### src/rtl/vod_pkg.sv
// ----------------------------------------------------------------------------
// vod_pkg: shared types and decode tables for the VM opcode flow decoder
// Form codes, target kinds and the opcode-to-form decode function.
// ----------------------------------------------------------------------------
package vod_pkg;

	typedef logic [5:0] form_t;
	typedef logic [2:0] kind_t;

	localparam form_t F_NOP   = 6'd0;
	localparam form_t F_CLS   = 6'd1;
	localparam form_t F_RET   = 6'd2;
	localparam form_t F_JP    = 6'd3;
	localparam form_t F_CALL  = 6'd4;
	localparam form_t F_SEI   = 6'd5;
	localparam form_t F_SNEI  = 6'd6;
	localparam form_t F_SER   = 6'd7;
	localparam form_t F_LDB   = 6'd8;
	localparam form_t F_ADDB  = 6'd9;
	localparam form_t F_LDR   = 6'd10;
	localparam form_t F_OR    = 6'd11;
	localparam form_t F_AND   = 6'd12;
	localparam form_t F_XOR   = 6'd13;
	localparam form_t F_ADDR  = 6'd14;
	localparam form_t F_SUB   = 6'd15;
	localparam form_t F_SHR   = 6'd16;
	localparam form_t F_SUBN  = 6'd17;
	localparam form_t F_SHL   = 6'd18;
	localparam form_t F_SNER  = 6'd19;
	localparam form_t F_LDI   = 6'd20;
	localparam form_t F_JPV0  = 6'd21;
	localparam form_t F_RND   = 6'd22;
	localparam form_t F_DRW   = 6'd23;
	localparam form_t F_SKP   = 6'd24;
	localparam form_t F_SKNP  = 6'd25;
	localparam form_t F_LDVDT = 6'd26;
	localparam form_t F_LDK   = 6'd27;
	localparam form_t F_LDDT  = 6'd28;
	localparam form_t F_LDST  = 6'd29;
	localparam form_t F_ADDI  = 6'd30;
	localparam form_t F_LDF   = 6'd31;
	localparam form_t F_LDBCD = 6'd32;
	localparam form_t F_STORE = 6'd33;
	localparam form_t F_LOAD  = 6'd34;

	localparam kind_t K_NONE    = 3'd0;
	localparam kind_t K_JUMP    = 3'd1;
	localparam kind_t K_SUB     = 3'd2;
	localparam kind_t K_INDEX   = 3'd3;
	localparam kind_t K_INDEXED = 3'd4;

	localparam logic [11:0] SYS_CLS = 12'h0E0;
	localparam logic [11:0] SYS_RET = 12'h0EE;
	localparam logic [7:0]  KEY_SKP  = 8'h9E;
	localparam logic [7:0]  KEY_SKNP = 8'hA1;

	typedef struct packed {
		logic skip;
		logic ret;
		logic call;
		logic jump;
	} flow_t;

	function automatic form_t math_form(input logic [3:0] low4);
		form_t f;
		unique case (low4)
			4'h0:    f = F_LDR;
			4'h1:    f = F_OR;
			4'h2:    f = F_AND;
			4'h3:    f = F_XOR;
			4'h4:    f = F_ADDR;
			4'h5:    f = F_SUB;
			4'h6:    f = F_SHR;
			4'h7:    f = F_SUBN;
			4'hE:    f = F_SHL;
			default: f = F_NOP;
		endcase
		return f;
	endfunction

	function automatic form_t misc_form(input logic [7:0] low8);
		form_t f;
		unique case (low8)
			8'h07:   f = F_LDVDT;
			8'h0A:   f = F_LDK;
			8'h15:   f = F_LDDT;
			8'h18:   f = F_LDST;
			8'h1E:   f = F_ADDI;
			8'h29:   f = F_LDF;
			8'h33:   f = F_LDBCD;
			8'h55:   f = F_STORE;
			8'h65:   f = F_LOAD;
			default: f = F_NOP;
		endcase
		return f;
	endfunction

	function automatic form_t decode_form(input logic [15:0] op);
		form_t f;
		unique case (op[15:12])
			4'h0: begin
				if (op[11:0] == SYS_CLS) begin
					f = F_CLS;
				end else if (op[11:0] == SYS_RET) begin
					f = F_RET;
				end else begin
					f = F_NOP;
				end
			end
			4'h1: f = F_JP;
			4'h2: f = F_CALL;
			4'h3: f = F_SEI;
			4'h4: f = F_SNEI;
			4'h5: f = (op[3:0] == 4'h0) ? F_SER : F_NOP;
			4'h6: f = F_LDB;
			4'h7: f = F_ADDB;
			4'h8: f = math_form(op[3:0]);
			4'h9: f = F_SNER;
			4'hA: f = F_LDI;
			4'hB: f = F_JPV0;
			4'hC: f = F_RND;
			4'hD: f = F_DRW;
			4'hE: begin
				if (op[7:0] == KEY_SKP) begin
					f = F_SKP;
				end else if (op[7:0] == KEY_SKNP) begin
					f = F_SKNP;
				end else begin
					f = F_NOP;
				end
			end
			default: f = misc_form(op[7:0]);
		endcase
		return f;
	endfunction

endpackage

### src/rtl/vm_opcode_flow_decoder.sv
// ----------------------------------------------------------------------------
// vm_opcode_flow_decoder: opcode form, operand and control-flow decoder
// Decodes one 16-bit VM opcode and its fetch address into a form code,
// operand fields, target address and successor addresses.
// ----------------------------------------------------------------------------
//  channel | signals                         | role
//  --------+---------------------------------+-----------------------------
//  in      | in_valid/in_ready, 2 fields     | fetch address and opcode beat
//  out     | out_valid/out_ready, 10 fields  | decoded beat, one per input
//
//  Three register stages: form decode, adders and kind, successor select.
//  One beat enters and one leaves every cycle while out_ready is high.
//  Each stage holds while the stage after it is full and stalled; empty
//  stages fill behind a stalled one, so a bubble never blocks input.
//  Reset clears the stage valid bits only.
// ----------------------------------------------------------------------------
module vm_opcode_flow_decoder (
	input  logic        clk,
	input  logic        arst_n,
	input  logic        in_valid,
	output logic        in_ready,
	input  logic [15:0] instr_address,
	input  logic [15:0] opcode_word,
	output logic        out_valid,
	input  logic        out_ready,
	output logic [5:0]  instruction_form,
	output logic [3:0]  reg_x_index,
	output logic [3:0]  reg_y_index,
	output logic [7:0]  imm_byte,
	output logic [3:0]  low_nibble,
	output logic [11:0] target_address,
	output logic [1:0]  successor_count,
	output logic [15:0] first_successor,
	output logic [15:0] second_successor,
	output logic [2:0]  target_kind
);

	logic adv1, adv2, adv3;

	logic                valid_s1;
	logic [15:0]         addr_s1;
	logic [15:0]         op_s1;
	vod_pkg::form_t      form_s1;

	logic                valid_s2;
	logic [15:0]         op_s2;
	vod_pkg::form_t      form_s2;
	vod_pkg::kind_t      kind_s2;
	vod_pkg::flow_t      flow_s2;
	logic [15:0]         next_s2;
	logic [15:0]         after_s2;

	logic                valid_s3;
	logic [15:0]         op_s3;
	vod_pkg::form_t      form_s3;
	vod_pkg::kind_t      kind_s3;
	logic [11:0]         target_s3;
	logic [1:0]          count_s3;
	logic [15:0]         first_s3;
	logic [15:0]         second_s3;

	vod_pkg::kind_t      kind_d;
	vod_pkg::flow_t      flow_d;
	logic [11:0]         target_d;
	logic [1:0]          count_d;
	logic [15:0]         first_d;
	logic [15:0]         second_d;

	assign adv3     = !valid_s3 || out_ready;
	assign adv2     = !valid_s2 || adv3;
	assign adv1     = !valid_s1 || adv2;
	assign in_ready = adv1;

	always_comb begin
		kind_d = vod_pkg::K_NONE;
		flow_d = '0;
		unique case (form_s1) inside
			vod_pkg::F_JP: begin
				kind_d      = vod_pkg::K_JUMP;
				flow_d.jump = 1'b1;
			end
			vod_pkg::F_CALL: begin
				kind_d      = vod_pkg::K_SUB;
				flow_d.call = 1'b1;
			end
			vod_pkg::F_LDI: kind_d = vod_pkg::K_INDEX;
			vod_pkg::F_JPV0: begin
				kind_d      = vod_pkg::K_INDEXED;
				flow_d.jump = 1'b1;
			end
			vod_pkg::F_RET: flow_d.ret = 1'b1;
			vod_pkg::F_SEI, vod_pkg::F_SNEI, vod_pkg::F_SER, vod_pkg::F_SNER,
			vod_pkg::F_SKP, vod_pkg::F_SKNP: flow_d.skip = 1'b1;
			default: ;
		endcase
	end

	always_comb begin
		target_d = (kind_s2 != vod_pkg::K_NONE) ? op_s2[11:0] : 12'd0;
		count_d  = 2'd1;
		first_d  = next_s2;
		second_d = 16'd0;
		if (flow_s2.ret) begin
			count_d = 2'd0;
			first_d = 16'd0;
		end else if (flow_s2.jump) begin
			first_d = {4'd0, op_s2[11:0]};
		end else if (flow_s2.call) begin
			count_d  = 2'd2;
			second_d = {4'd0, op_s2[11:0]};
		end else if (flow_s2.skip) begin
			count_d  = 2'd2;
			second_d = after_s2;
		end
	end

	always_ff @(posedge clk or negedge arst_n) begin
		if (!arst_n) begin
			valid_s1 <= 1'b0;
			valid_s2 <= 1'b0;
			valid_s3 <= 1'b0;
		end else begin
			if (adv1) valid_s1 <= in_valid;
			if (adv2) valid_s2 <= valid_s1;
			if (adv3) valid_s3 <= valid_s2;
		end
	end

	always_ff @(posedge clk) begin
		if (adv1 && in_valid) begin
			addr_s1 <= instr_address;
			op_s1   <= opcode_word;
			form_s1 <= vod_pkg::decode_form(opcode_word);
		end
		if (adv2 && valid_s1) begin
			op_s2    <= op_s1;
			form_s2  <= form_s1;
			kind_s2  <= kind_d;
			flow_s2  <= flow_d;
			next_s2  <= addr_s1 + 16'd2;
			after_s2 <= addr_s1 + 16'd4;
		end
		if (adv3 && valid_s2) begin
			op_s3     <= op_s2;
			form_s3   <= form_s2;
			kind_s3   <= kind_s2;
			target_s3 <= target_d;
			count_s3  <= count_d;
			first_s3  <= first_d;
			second_s3 <= second_d;
		end
	end

	assign out_valid        = valid_s3;
	assign instruction_form = form_s3;
	assign reg_x_index      = op_s3[11:8];
	assign reg_y_index      = op_s3[7:4];
	assign imm_byte         = op_s3[7:0];
	assign low_nibble       = op_s3[3:0];
	assign target_address   = target_s3;
	assign successor_count  = count_s3;
	assign first_successor  = first_s3;
	assign second_successor = second_s3;
	assign target_kind      = kind_s3;

`ifndef SYNTHESIS
	a_ret_no_succ: assert property (@(posedge clk) disable iff (!arst_n)
		valid_s3 && (count_s3 == 2'd0) |-> (form_s3 == vod_pkg::F_RET) && (first_s3 == 16'd0))
		else $error("zero successors on a non-return beat");

	a_jump_first: assert property (@(posedge clk) disable iff (!arst_n)
		valid_s3 && (kind_s3 == vod_pkg::K_JUMP) |-> (first_s3 == {4'd0, target_s3}))
		else $error("jump beat first successor differs from target");

	a_no_target: assert property (@(posedge clk) disable iff (!arst_n)
		valid_s3 && (kind_s3 == vod_pkg::K_NONE) |-> (target_s3 == 12'd0))
		else $error("target address set without a target kind");

	a_s1_hold: assert property (@(posedge clk) disable iff (!arst_n)
		valid_s1 && !adv2 |=> valid_s1 && $stable(op_s1) && $stable(addr_s1))
		else $error("stage 1 beat lost during stall");

	a_s2_fill: assert property (@(posedge clk) disable iff (!arst_n)
		valid_s1 && adv2 |=> valid_s2 && (op_s2 == $past(op_s1)))
		else $error("stage 1 beat not moved into stage 2");
`endif

endmodule
### config.mk
export PLATFORM = sky130hd
export DESIGN_NAME = vm_opcode_flow_decoder
export DESIGN_NICKNAME = d
export VERILOG_FILES = /design/src/rtl/vod_pkg.sv /design/src/rtl/vm_opcode_flow_decoder.sv
export SDC_FILE = /design/constraint.sdc
export NUM_CORES = 1
export LEC_CHECK = 0
export ABC_AREA = 0
export BUFFER_PORTS_ARGS = -buffer_cell sky130_fd_sc_hd__buf_2
export CORE_ASPECT_RATIO = 0.8
export CORE_MARGIN = 2
export CORE_UTILIZATION = 55
export CTS_CLUSTER_DIAMETER = 30
export DETAILED_ROUTE_END_ITERATION = 10
export GPL_ROUTABILITY_DRIVEN = 0
export GPL_TIMING_DRIVEN = 0
export PLACE_DENSITY = 0.81
export SETUP_SLACK_MARGIN = 0.1
export SYNTH_ARGS = -nofsm -noshare
export SYNTH_HDL_FRONTEND = slang
export SYNTH_SLANG_ARGS = --single-unit
### constraint.sdc
create_clock -name clk -period 3.4 [get_ports clk]
set_clock_uncertainty 0.15 [all_clocks]
set_input_delay 0.17 -clock clk [delete_from_list [all_inputs] [get_ports clk]]
set_output_delay 0.17 -clock clk [all_outputs]
set_load 0.005 [all_outputs]
; After elaboration in Yosys (flattened, before gate mapping)
; Memory sizes are Yosys's and may differ from the RTL's.
; Cells that the tools add are included.
[totals]
ff_bits = 161
rom_bits = 80
input_bits = 36
output_inout_bits = 77
word_cells = 101
n_memories = 1
[classes]
n_addsub = 2
eq_ne = 38
muxes = 18
bitwise = 1
reduce_logical = 16
[mem_list]
columns = memory, words, width, rd, rd_ports_with_merged_regs, write_ports, line_no
row1 = (name not given), 16, 5, 1, 0, 0, vod_pkg.sv:66  ; unique case (low4)
[ops]
columns = operator, count
row1 = $pmux W6 S15, 1
row2 = $pmux W6 S9, 1
row3 = $mux W12, 3
row4 = $eq A6 B5 Y1 const B, 5
row5 = $eq A4 B4 Y1 const B, 7
row6 = $eq A12 B8 Y1 const B, 2
row7 = $eq A6 B3 Y1 const B, 4
row8 = $eq A8 B5 Y1 const B, 3
row9 = $add A16 B2 Y16 const B, 1
row10 = $add A16 B3 Y16 const B, 1
row11 = $eq A4 B3 Y1 const B, 4
row12 = $eq A8 B6 Y1 const B, 2
row13 = $eq A8 B7 Y1 const B, 2
row14 = $eq A8 B8 Y1 const B, 2
row15 = $eq A6 B2 Y1 const B, 2
row16 = $pmux W3 S4, 1
row17 = $mux W5, 2
row18 = $eq A4 B2 Y1 const B, 2
row19 = $eq A8 B3 Y1 const B, 1
row20 = $eq A8 B4 Y1 const B, 1
row21 = $logic_not A4 Y1, 2
row22 = $mux W2, 4
row23 = $reduce_or A6 Y1, 1
row24 = $mux W1, 5
row25 = 9 further kinds, 16

; Longest topological paths before layout
[depth]
word_depth = 5
depth_mapped = 5

; Worst setup path before layout
; No wires, ideal clock.
[synth_path]
path_type = reg2reg
from = reg valid_s3 (netlist: out_valid)
to = reg first_s3[0] (netlist: first_successor[0]) (enable)
setup_time_ns = 0.432
arrival_ns = 2.053
t_required_ns = 2.818
slack_ns = 0.766
stages_incl_launch_ff = 3
n_path_buf = 0
path_cell_list = dfrtp_1 nand2b_1 and2_1
[synth_via]
elab_chain_len = 3
[synth_lines]
columns = element, line_no
row1 = start: declaration, vm_opcode_flow_decoder.sv:53  ; logic valid_s3;
row2 = start signal: assignment, vm_opcode_flow_decoder.sv:125  ; if (adv3) valid_s3 <= valid_s2;
row3 = $logic_not A1 Y1, vm_opcode_flow_decoder.sv:69  ; assign adv3 = !valid_s3 || out_ready;
row4 = $logic_or A1 B1 Y1, vm_opcode_flow_decoder.sv:69
row5 = $logic_and A1 B1 Y1, vm_opcode_flow_decoder.sv:143  ; if (adv3 && valid_s2) begin
row6 = end signal: assignment, vm_opcode_flow_decoder.sv:149  ; first_s3 <= first_d;
row7 = end: declaration, vm_opcode_flow_decoder.sv:59  ; logic [15:0] first_s3;
; No other way between the ends.
; A chain may end at the register's enable or synchronous reset.

; Worst setup path after layout
[layout_path]
from = reg addr_s1[1]
to = reg next_s2[15] (data pin)
[layout_via]
elab_chain_len = 1
[layout_lines]
columns = element, line_no
row1 = start: declaration, vm_opcode_flow_decoder.sv:41  ; logic [15:0] addr_s1;
row2 = start signal: assignment, vm_opcode_flow_decoder.sv:131  ; addr_s1 <= instr_address;
row3 = $add A16 B2 Y16, vm_opcode_flow_decoder.sv:140  ; next_s2 <= addr_s1 + 16'd2;
row4 = end signal: assignment, vm_opcode_flow_decoder.sv:140
row5 = end: declaration, vm_opcode_flow_decoder.sv:50  ; logic [15:0] next_s2;
; No other way between the ends.

==> summary.log <==
INFO  status         outcome=finished, final reports clean
INFO  worst_setup_path start_kind=flop
INFO  floorplan      io_pins=113
INFO  clocking       cts_inserted_buffers=17
INFO  worst_setup_path required=3.42ns
INFO  power          post-layout-total-power=4880µW
INFO  floorplan      die_h=102µm
INFO  floorplan      rows=35
INFO  power          power_density_of_the_placed_cells=589mW/mm²
INFO  logic_synthesis synth-main-ff-cell=edfxtp_1
INFO  sta            worst-slew-pin-transition=0.791ns
INFO  worst_setup_path worstPathMaxFanout=9
INFO  clocking       insertion_delay=0.42ns
INFO  clocking       cts_htree_levels=4
INFO  detailed_routing wire_per_inst=17.9µm
INFO  logic_synthesis synth-async-reset-ratio=0.0188
INFO  global_routing overflow=0
INFO  sta            layout_worst_path_cycle_share=0.644
INFO  cells_and_area post_route_cells_drive_above_1_share=0.276
INFO  clocking       clock_path_buffers=2
INFO  logic_synthesis synth.yosys.seq_area_share=0.728
INFO  placed_design  number_of_port_buffers=110
INFO  global_routing first_global_vias=4045
INFO  logic_synthesis synthesis.area=0.00658mm²
INFO  worst_setup_path criticalPathCategory=reg2reg
INFO  power          leak_pwr=0.00315µW
INFO  placed_design  dpl-instance-area=0.00735mm²
INFO  worst_setup_path timing.critical_path.slowest_cell_delay=0.56ns
INFO  job            max_cap_violations=0
INFO  sta            slew_headroom=0.472
INFO  clocking       clock_tree_from_tritoncts=built
INFO  worst_setup_path critical_path.cell_chain=ha_1 -> nand3_1 -> nor2_1 -> nand4_1 -> xnor2_1
INFO  detailed_routing detail_route.wirelength=13600µm
INFO  sta            setup_viol=0
INFO  sta            hold_viol_final=0
INFO  sta            slew_viol_final=0
INFO  cells_and_area layout.core_utilization=0.713
INFO  sta            final.setup.tns=0ns
INFO  logic_synthesis syn_inst=433
INFO  detailed_routing routed_via_density=5.69
INFO  global_routing grt_pass1_wl=21000µm
INFO  worst_hold_path holdCritPathClass=in2reg
INFO  clocking       cts_root_buffer=clkbuf_16
INFO  detailed_routing drcViolationCount=0
INFO  logic_synthesis synth_warnings=0
INFO  cells_and_area syn2layout_area_growth=25.9%
INFO  worst_setup_path critical_path.n_buffers_inverters=0
INFO  floorplan      die_area=0.0129mm²
INFO  logic_synthesis number_of_nets_produced_by_synthesis=473
INFO  detailed_routing detailroute.via_count=4307
INFO  worst_setup_path worst_path_dominant_cell_family=simple AND/OR/NAND/NOR gates
INFO  placed_design  dp.final_hpwl=8970µm
INFO  global_routing grt_max_degree=37
INFO  logic_synthesis yosys_register_bits=160
INFO  sta            finalCriticalPeriod=2.19ns
INFO  global_routing gr-usage-all-layers=0.217
INFO  floorplan      start_util=0.567
INFO  clocking       clk_transition_reported_paths=0.06ns
INFO  logic_synthesis syn_avg_cell_area=15.2µm²
INFO  worst_setup_path setup_crit_end_kind=flop
INFO  logic_synthesis yosys.cell_types.count=51
INFO  floorplan      dieWidth=126µm
INFO  logic_synthesis edff_count_synth=157
INFO  power          power.ir.vdd_worst=0.385mV
INFO  sta            setup_repair_after_global_routing_missed_its_margin=false
INFO  worst_setup_path critical_path_arrival=2.21ns
INFO  detailed_routing detail_route.first_pass.iterations=10
INFO  cells_and_area fin_nets=637
INFO  detailed_routing detailedRoute.firstIterationViolations=331
INFO  clocking       cts_sinks=160
INFO  worst_setup_path critical-path-slowest-cell=edfxtp_1
INFO  sta            maxClockFrequency=0.457GHz
INFO  cells_and_area number_of_diodes_added_for_antenna_fixing=0
INFO  cells_and_area final_instance_area=0.00828mm²
INFO  clocking       post_cts.resized_instances=0
INFO  detailed_routing ant_nets=0
INFO  floorplan      core_area=0.0116mm²
INFO  global_routing antenna_found_initial=0
==> per-layer routing <==
layer,share of wire,vias up,GRT usage
met5,0,-,0
met4,0.018,0,0.0735
met3,0.086,32,0.0602
li1,-,1954,-
met1,0.41,2083,0.286
met2,0.49,238,0.356
==> placed cells by master (no fill, tap or decap), drive strengths merged, types with 6 or more instances in the layout <==
cell	n
nor3	10
and2	14
edfxtp	157
nand2	19
xor2	7
xnor2	20
nand3	15
nand4	7
nor2	30
clkbuf	29
nor4	8
inv	9
mux2i	12
clkinv	6
buf	130
dlygate4sd3	33
nand2b	8
nor2b	15
a22o	12
o21ai	10
==> worst register-to-register path, delay by kind of cell (launching register included) <==
family | cells | cell delay, ns
flip-flops | 1 | 0.56
adder cells (fa/ha/maj) | 1 | 0.27
XOR/XNOR | 1 | 0.16
AND/OR/NAND/NOR | 3 | 0.79
==> final timing paths <==
path	from	slack [ns]	depth (start not counted)	endpoint
worst min-delay path	opcode_word[13]	0.07	2	form_s1[2]
worst min register to register	op_s1[8]	0.27	0	op_s2[8]
min in group asynchronous	arst_n	0.47	3	valid_s2
worst max-delay path	addr_s1[1]	1.21	5	next_s2[15]
worst max register to register	addr_s1[1]	1.21	5	next_s2[15]
max in group asynchronous	arst_n	2.48	3	out_valid
==> stage by stage <==
step	cells	hold slack, ns	setup slack [ns]
2_1_floorplan	433	-0.276	0.766
3_3_place_gp	691	-0.186	0.317
3_5_place_dp	693	-0.180	0.962
4_1_cts	757	0.0514	0.964
5_1_grt	757	0.0651	1.14
6_report	757	0.0719	1.21
==> what timing repair did <==
| item | in CTS | in global routing |
|---|---|---|
| endpoints found under the hold margin | 34 | 0 |
| hold buffers | 33 | 0 |
| setup buffers | 0 | 0 |
==> flip-flops by register name, summed over array words and instances, names as in the netlist, 12 cells and up <==
name and count:
after_s2 15, second_successor 16, op_s1 12, addr_s1 16, next_s2 16, target_address 12, op_s3 12, first_successor 16
op_s2 12
==> final cells by class <==
cell class,count,area [µm²]
well taps,148,185
clock buffers,17,425
multi-input cells,236,1600
clock inverters,14,165
inverters,7,26.3
plain buffers,30,161
flip-flops and latches,160,4790
fillers,675,3330
repair buffers,145,921
==> cells by family (layout without fill, tap and decap cells) <==
family	count (synthesis)	after routing	synth area share
XOR/XNOR	27	27	0.0360
adder cells (fa/ha/maj)	4	4	0.00761
buffers and inverters	37	213	0.0285
multiplexers	12	12	0.0183
AO/OA/AOI/OAI	44	44	0.0495
flip-flops	160	160	0.728
AND/OR/NAND/NOR	149	149	0.132
==> where the power goes <==
| part | total, µW | internal [µW] | leakage, µW | switching [µW] |
|---|---|---|---|---|
| Clock | 1890 | 1150 | 0.000281 | 747 |
| Sequential | 2500 | 2410 | 0.00157 | 88.8 |
| Combinational | 480 | 213 | 0.00130 | 267 |
| Total | 4880 | 3770 | 0.00315 | 1100 |
==> cells in the mapped netlist (8+ instances only) <==
cell type,number,area (µm²)
a22o_1,12,105
and2_1,14,87.6
buf_2,9,45.0
buf_4,8,60.1
clkbuf_1,12,45.0
edfxtp_1,157,4710
mux2i_1,12,120
nand2_1,19,71.3
nand2b_1,8,50.1
nand3_1,15,75.1
nor2_1,30,113
nor2b_1,15,93.8
nor3_1,10,50.1
o21ai_0,8,40.0
xnor2_1,20,175
(Power assumes the default switching activity.)
